===== src/design/quaternion_to_rotation_matrix_defines.svh =====
// Assertion macros used by the quaternion to rotation matrix top level.
`ifndef QUATERNION_TO_ROTATION_MATRIX_DEFINES_SVH
`define QUATERNION_TO_ROTATION_MATRIX_DEFINES_SVH

// Condition holds in the same cycle as the trigger.
`define QRM_ASSERT_SAME(lbl, trig, cond, msg) \
  lbl: assert property (@(posedge clk_i) disable iff (!rst_ni) (trig) |-> (cond)) \
    else $error(msg);

// Condition holds in the cycle after the trigger.
`define QRM_ASSERT_NEXT(lbl, trig, cond, msg) \
  lbl: assert property (@(posedge clk_i) disable iff (!rst_ni) (trig) |=> (cond)) \
    else $error(msg);

`endif


===== src/design/qrm_pkg.sv =====
// Shared constants for the quaternion to rotation matrix pipeline.
`default_nettype none
package qrm_pkg;
  localparam int unsigned IN_WIDTH_DEF  = 16;
  localparam int unsigned OUT_WIDTH_DEF = 16;
  localparam int unsigned NUM_ENTRIES   = 9;
endpackage
`default_nettype wire


===== src/design/qrm_div_lane.sv =====
// Pipelined restoring divider lane: rounded num * 2^(OUT_WIDTH-2) / den, clamped to +-2^(OUT_WIDTH-2).
`default_nettype none
module qrm_div_lane import qrm_pkg::*; #(
  parameter int unsigned IN_WIDTH  = IN_WIDTH_DEF,
  parameter int unsigned OUT_WIDTH = OUT_WIDTH_DEF,
  localparam int unsigned PW    = 2 * IN_WIDTH,
  localparam int unsigned NW    = PW + 1,
  localparam int unsigned NUMW  = PW + 2,
  localparam int unsigned STEPS = OUT_WIDTH - 1,
  localparam int unsigned LS    = STEPS + 2
) (
  input  wire logic                        clk_i,
  input  wire logic [LS-1:0]               en_i,
  input  wire logic signed [NUMW-1:0]      num_i,
  input  wire logic [NW-1:0]               den_i,
  output logic signed [OUT_WIDTH-1:0]      res_o
);
  localparam int unsigned RW = NW + 1;
  localparam int unsigned QW = STEPS + 1;
  localparam logic [QW-1:0] LIMIT = QW'(1) << (OUT_WIDTH - 2);

  logic [RW-1:0] r_q   [STEPS+1];
  logic [QW-1:0] q_q   [STEPS+1];
  logic [NW-1:0] den_q [STEPS+1];
  logic          neg_q [STEPS+1];
  logic signed [OUT_WIDTH-1:0] res_q;

  logic          neg_d;
  logic [NUMW-1:0] abs_d;
  logic [RW-1:0] mag0_d;

  always_comb begin
    neg_d  = num_i[NUMW-1];
    abs_d  = neg_d ? NUMW'(-num_i) : NUMW'(num_i);
    mag0_d = RW'(abs_d);
  end

  always_ff @(posedge clk_i) begin
    if (en_i[0]) begin
      den_q[0] <= den_i;
      neg_q[0] <= neg_d;
      if (mag0_d >= RW'(den_i)) begin
        r_q[0] <= mag0_d - RW'(den_i);
        q_q[0] <= QW'(1);
      end else begin
        r_q[0] <= mag0_d;
        q_q[0] <= '0;
      end
    end
  end

  for (genvar i = 1; i <= STEPS; i++) begin : g_step
    logic [RW-1:0] t_d;
    logic          ge_d;
    always_comb begin
      t_d  = {r_q[i-1][RW-2:0], 1'b0};
      ge_d = t_d >= RW'(den_q[i-1]);
    end
    always_ff @(posedge clk_i) begin
      if (en_i[i]) begin
        den_q[i] <= den_q[i-1];
        neg_q[i] <= neg_q[i-1];
        r_q[i]   <= ge_d ? (t_d - RW'(den_q[i-1])) : t_d;
        q_q[i]   <= {q_q[i-1][QW-2:0], ge_d};
      end
    end
  end

  logic [QW:0]          qp_d;
  logic [QW-1:0]        mag_d;
  logic [OUT_WIDTH-1:0] res_d;

  always_comb begin
    qp_d  = {1'b0, q_q[STEPS]} + (QW+1)'(1);
    mag_d = qp_d[QW:1];
    if (mag_d > LIMIT) begin
      mag_d = LIMIT;
    end
    res_d = neg_q[STEPS] ? OUT_WIDTH'(-mag_d) : OUT_WIDTH'(mag_d);
  end

  always_ff @(posedge clk_i) begin
    if (en_i[LS-1]) begin
      res_q <= $signed(res_d);
    end
  end

  assign res_o = res_q;
endmodule
`default_nettype wire

===== config.mk =====
export PLATFORM = sky130hd
export DESIGN_NAME = qrm_div_lane
export DESIGN_NICKNAME = d
export VERILOG_FILES = /design/src/design/quaternion_to_rotation_matrix_defines.svh /design/src/design/qrm_pkg.sv /design/src/design/qrm_div_lane.sv
export SDC_FILE = /design/constraint.sdc
export NUM_CORES = 2
export LEC_CHECK = 0
export BUFFER_PORTS_ARGS = -buffer_cell sky130_fd_sc_hd__buf_2
export CORE_MARGIN = 2
export CORE_UTILIZATION = 55
export CTS_CLUSTER_DIAMETER = 50
export DETAILED_ROUTE_END_ITERATION = 16
export PLACE_DENSITY_LB_ADDON = 0.05
export SETUP_SLACK_MARGIN = 0.5
export SLEW_MARGIN = 20
export SYNTH_ARGS = -nofsm -noshare
export SYNTH_HDL_FRONTEND = slang
export SYNTH_SLANG_ARGS = --single-unit

===== constraint.sdc =====
create_clock -name clk_i -period 8.2 [get_ports clk_i]
set_clock_uncertainty 0.1 [all_clocks]
set_input_delay 0.41 -clock clk_i [delete_from_list [all_inputs] [get_ports clk_i]]
set_output_delay 0.41 -clock clk_i [all_outputs]
set_load 0.005 [all_outputs]

# [Word level (Yosys, flattened, before mapping)]
# Memory sizes are Yosys's and may differ from the RTL's.
# Cells that the tools add are included.
# Widths: inputs -> output; s select.
[op_classes] multipliers=0 div=0 n_eq_ne=0 magnitude_cmp=17 add_sub_neg=19 shifts=0 n_mux=58 bitwise_logic=2 n_reduce_logical=0
[ops] operator="$mux 34" count=17
[ops] operator="$ge 34x33->1" count=16
[ops] operator="$sub 34x33->34" count=16
[ops] operator="$mux 16" count=3
[ops] operator="$mux 1" count=38
[ops] operator="$neg 34->34" count=1
[ops] operator="$add 16x1->17 const B" count=1
[ops] operator="$gt 16x15->1 const B" count=1
[ops] operator="$neg 16->16" count=1
[ops] operator="$or 1x1->1" count=2
[word_totals] mem_bits_ro=0 latch_bits=0 mem_count=4 regBits=16 ramBits=1344 input_bits=85 out_inout_bits=16
[mem_list] memory="r_q" words=16 word_bits=34 rd=15 rd_clocked_by_memory_dff=0 write_ports=16 line_no="qrm_div_lane.sv:22" rtl="logic [RW-1:0] r_q [STEPS+1];"
[mem_list] memory="den_q" words=16 word_bits=33 rd=15 rd_clocked_by_memory_dff=0 write_ports=16 line_no="qrm_div_lane.sv:24" rtl="logic [NW-1:0] den_q [STEPS+1];"
[mem_list] memory="q_q" words=16 word_bits=16 rd=16 rd_clocked_by_memory_dff=0 write_ports=16 line_no="qrm_div_lane.sv:23" rtl="logic [QW-1:0] q_q [STEPS+1];"
[mem_list] memory="neg_q" words=16 word_bits=1 rd=16 rd_clocked_by_memory_dff=0 write_ports=16 line_no="qrm_div_lane.sv:25" rtl="logic neg_q [STEPS+1];"

# [Logic depth before layout (Yosys ltp)]
[logic_depth] word_depth=7 mapped_depth=21 depth_no_buf=18

# [Least setup slack after synthesis]
# No wires, ideal clock.
[synth_path] kind="input to register" from="in num_i[6]" to="mem r_q[0][25] (netlist name), data pin" path_stages=19 setup_time_ns=0.260 arrival_ns=5.356 setup_slack_ns=2.484 cell_sequence="or4_4 or4_1 or3_1 o21ai_0 xnor2_1 ha_1 clkbuf_1 and4_1 and2_1 a22oi_1 o21ai_0 or4b_2 a31o_2 a211o_1 a21oi_1 o21a_1 buf_6 buf_6 mux2_4"
[synth_lines] item="start, declared" line_no="qrm_div_lane.sv:14" rtl="input wire logic signed [NUMW-1:0] num_i,"
[synth_lines] item="end, declared" line_no="qrm_div_lane.sv:22"

==> impl_metrics.py <==
metrics = {
    "yosys": {
        "synth_flop_cell": "edfxtp_1",
        "ys_seq_area_frac": 0.508,
        "synthArstFlopShare": 0,
        "netlist_area_um2": 68500,
        "synth_edf_count": 1158,
        "synth_seq_cells": 1158,
        "synth_area_leaders": "edfxtp_1, ha_1, a21oi_1",
        "yosysTopAreaCell": "edfxtp_1",
        "synthCells": 6294,
        "synth_top_area_frac": 0.508,
        "synth_nets": 6924,
        "yosysUniqueCellTypes": 85,
        "avgSynthCellArea_um2": 10.9,
        "yosysWarnings": 0,
    },
    "sta": {
        "fmax_mhz": 152,
        "tns_ns": 0,
        "relSlewSlack": 0.195,
        "period_needed_ns": 6.56,
        "report.final.slew_viol_count": 0,
        "setup_violations": 0,
        "hold_violations": 0,
        "rsz0062_at_grt": "no",
        "fin_crit_sh": 0.800,
        "worst_pin_slew_ns": 1.20,
    },
    "floorplan": {
        "die_w_um": 357,
        "die_height_um": 357,
        "fp-row-count": 129,
        "die-area_um2": 127000,
        "io_pins": 101,
        "core_um2": 124000,
        "initial_core_util": 0.554,
    },
    "global_route": {
        "use_met3": 0.0347,
        "grt_pass1_vias": 48100,
        "grtUsageMet1": 0.224,
        "grt_use_met2": 0.486,
        "busiest_layer": "met2",
        "antenna_found_initial": 2,
        "grt.total_usage": 0.242,
        "gr-total-overflow": 0,
        "grt_max_degree": 68,
        "grt_pass1_wl_um": 244000,
    },
    "drt": {
        "routed_via_density": 5.68,
        "via_count": 47100,
        "dr.pass1.iters": 5,
        "finalWirelength_um": 153000,
        "wl_per_cell_um": 18.4,
        "drtIter0Drc": 2425,
        "ant_nets": 0,
        "drc_errors": 0,
    },
    "setup_path": {
        "cp_top_family": "simple AND/OR/NAND/NOR gates",
        "crit_chain": "dlygate4sd3_1 -> buf_2 -> or4_4 -> or4_1 -> or3_1 -> o21ai_0 -> xnor2_1 -> ha_1 -> and4_1 -> and2_1 -> a22oi_1 -> o21ai_0 -> or4b_2 -> a31o_2 -> a211o_1 -> a21oi_1 -> o21a_2 -> buf_12 -> mux2_2",
        "path_buf_inv": 3,
        "cp_slowest_cell": "or4b_2",
        "cp_data_arrival_time_ns": 6.99,
        "end_kind": "flop",
        "critPathMaxStageDelay_ns": 0.76,
        "crit_fanout": 16,
        "crit_required_ns": 8.63,
        "critPathMostFrequentCell": "o21ai_0",
        "worstSetupPathType": "in -> reg",
        "crit_path_start_kind": "input port",
    },
    "place": {
        "hpwl_um": 121000,
        "gp_congestion": 0.911,
        "postPlaceCellArea_um2": 71000,
        "numPortBuffers": 100,
    },
    "cts": {
        "clockRootBuffer": "clkbuf_16",
        "cts-resized-gates": 0,
        "worstSkewPairLatency_ns": 0.78,
        "cts_buffer_depth": 3,
        "cts_buffers": 150,
        "cts_tree": "yes",
        "clkTransAtPathRegs_ns": 0.06,
        "post_cts_buffers": 0,
        "cts.htree.levels": 4,
        "clock_sinks": 1158,
    },
    "layout": {
        "final_cell_area_um2": 76600,
        "final_layout_size_suffix_gt1_frac": 0.0927,
        "layout.nets": 7155,
        "syn2layout_area_growth_pct": 11.8,
        "fillers": 10000,
    },
    "run": {
        "max_cap_viol_count": 0,
    },
    "power_and_ir_drop": {
        "pwr_density_cell_nw_per_um2": 394,
        "p_leak_uw": 0.0315,
        "ir_worst_vdd_mv": 0.251,
    },
    "min_path": {
        "hp-class": "in -> reg",
    },
    "outcome": {
        "outcome": "finished clean",
    },
}
worst reg2reg max path, stage by stage, from the launching register on:
cell and delay (ns):
edfxtp_1 0.39, ha_1 0.39, nand4_1 0.11, nor2_1 0.48, o221ai_1 0.53, a21oi_1 0.50, o311ai_0 0.26, o21ai_0 0.56
a21o_2 0.44, buf_4 0.45, mux2_2 0.42
metrics by stage:
| step | utilization | worst slack (ns) | total power (µW) | hold WS (ns) | instances |
|---|---|---|---|---|---|
| 6_report | 0.620 | 1.64 | 30200 | 0.0463 | 8281 |
| 4_1_cts | 0.619 | 1.67 | 30300 | 0.000222 | 8279 |
| 5_1_grt | 0.620 | 1.40 | 32400 | 0.0369 | 8281 |
| 3_3_place_gp | 0.574 | 1.40 | 23500 | 0.300 | 7944 |
| 2_1_floorplan | - | 2.48 | 20200 | 0.300 | 6294 |
| 3_5_place_dp | 0.574 | 1.38 | 23700 | 0.305 | 7944 |
where the power goes:
part / leakage [µW] / internal [µW] / switching (µW) / total, µW
Combinational: 0.0178 / 5980 / 7900 / 13900
Clock: 0.00238 / 3950 / 2550 / 6500
Sequential: 0.0113 / 8960 / 858 / 9810
Total: 0.0315 / 18900 / 11300 / 30200
cells by family (layout without fill, tap and decap cells):
| family | count (synthesis) | after routing | share of synthesized area |
|---|---|---|---|
| xor+xnor | 453 | 453 | 0.0579 |
| buf+inv | 816 | 1165 | 0.0454 |
| mux | 188 | 188 | 0.0322 |
| compound gates | 1693 | 1693 | 0.155 |
| flops | 1158 | 1158 | 0.508 |
| simple gates | 1441 | 1441 | 0.101 |
| other cells | 0 | 1 | 0 |
| fa+ha+maj | 545 | 545 | 0.101 |
worst paths after layout:
| path | startpoint | to | slack, ns | depth (start not counted) |
|---|---|---|---|---|
| worst max-delay path | num_i[6] | r_q[0][1]$_DFFE_PP_ | 1.64 | 19 |
| worst min-delay path | num_i[17] | r_q[0][17]$_DFFE_PP_ | 0.05 | 3 |
| worst max register to register | r_q[13][6]$_DFFE_PP_ | r_q[14][17]$_DFFE_PP_ | 3.30 | 10 |
| worst min register to register | q_q[1][101]$_DFFE_PP_ | q_q[1][118]$_DFFE_PP_ | 0.31 | 0 |
cells in the mapped netlist, drive strengths merged (17+ instances only):
cell type and n:
o211ai 21, o31ai 45, buf 19, and3 39, nor3 110, clkbuf 110, or2 23, a31oi 57
nor4 23, o21bai 50, a21o 215, o41ai 18, and2 35, a2111oi 18, nor2 407, o21ai 394
edfxtp 1158, a211oi 55, a21boi 18, xnor2 282, a211o 17, o31a 17, nand2 397, mux2 176
nand2b 65, nand3 86, nand4 82, xor2 171, o21a 83, nor2b 81, or3 31, a21oi 546
ha 530, inv 687, and4 24
layout make-up:
type	count	area [µm²]	share of cell area
tap	1637	2050	0.0267
inverter	687	2580	0.0337
multi-input combinational	4320	30700	0.401
sequential	1158	34800	0.454
clock inverter	98	1020	0.0134
clock buffer	172	3920	0.0512
antenna	1	2.50	0.0000327
timing repair buffer	208	1530	0.0199
routing by layer:
metal	vias to the layer above	wire length [µm]	share of wire
met5	-	0	0
met4	0	10300	0.068
met3	395	4210	0.028
met2	849	85500	0.56
met1	22300	52700	0.35
li1	23600	-	-
repair_timing:
item | 4_1_cts | 5_1_grt
hold buffers | 65 | 0
endpoints found under the hold margin | 302 | 0
setup endpoints to repair | 0 | 0
registers in the layout, indices dropped and copies added, names as in the netlist:
| register | count |
|---|---|
| q_q | 136 |
| den_q | 495 |
| res_o | 16 |
| neg_q | 16 |
| r_q | 495 |
placed cells by master (no fill, tap or decap), drive strengths merged, types with 110 or more instances in the layout:
cell	count
a21o	215
a21oi	546
buf	143
clkbuf	172
edfxtp	1158
ha	530
inv	702
mux2	176
nand2	397
nor2	407
nor3	110
o21ai	394
xnor2	282
xor2	171
Power figures use the tool's default switching activity.
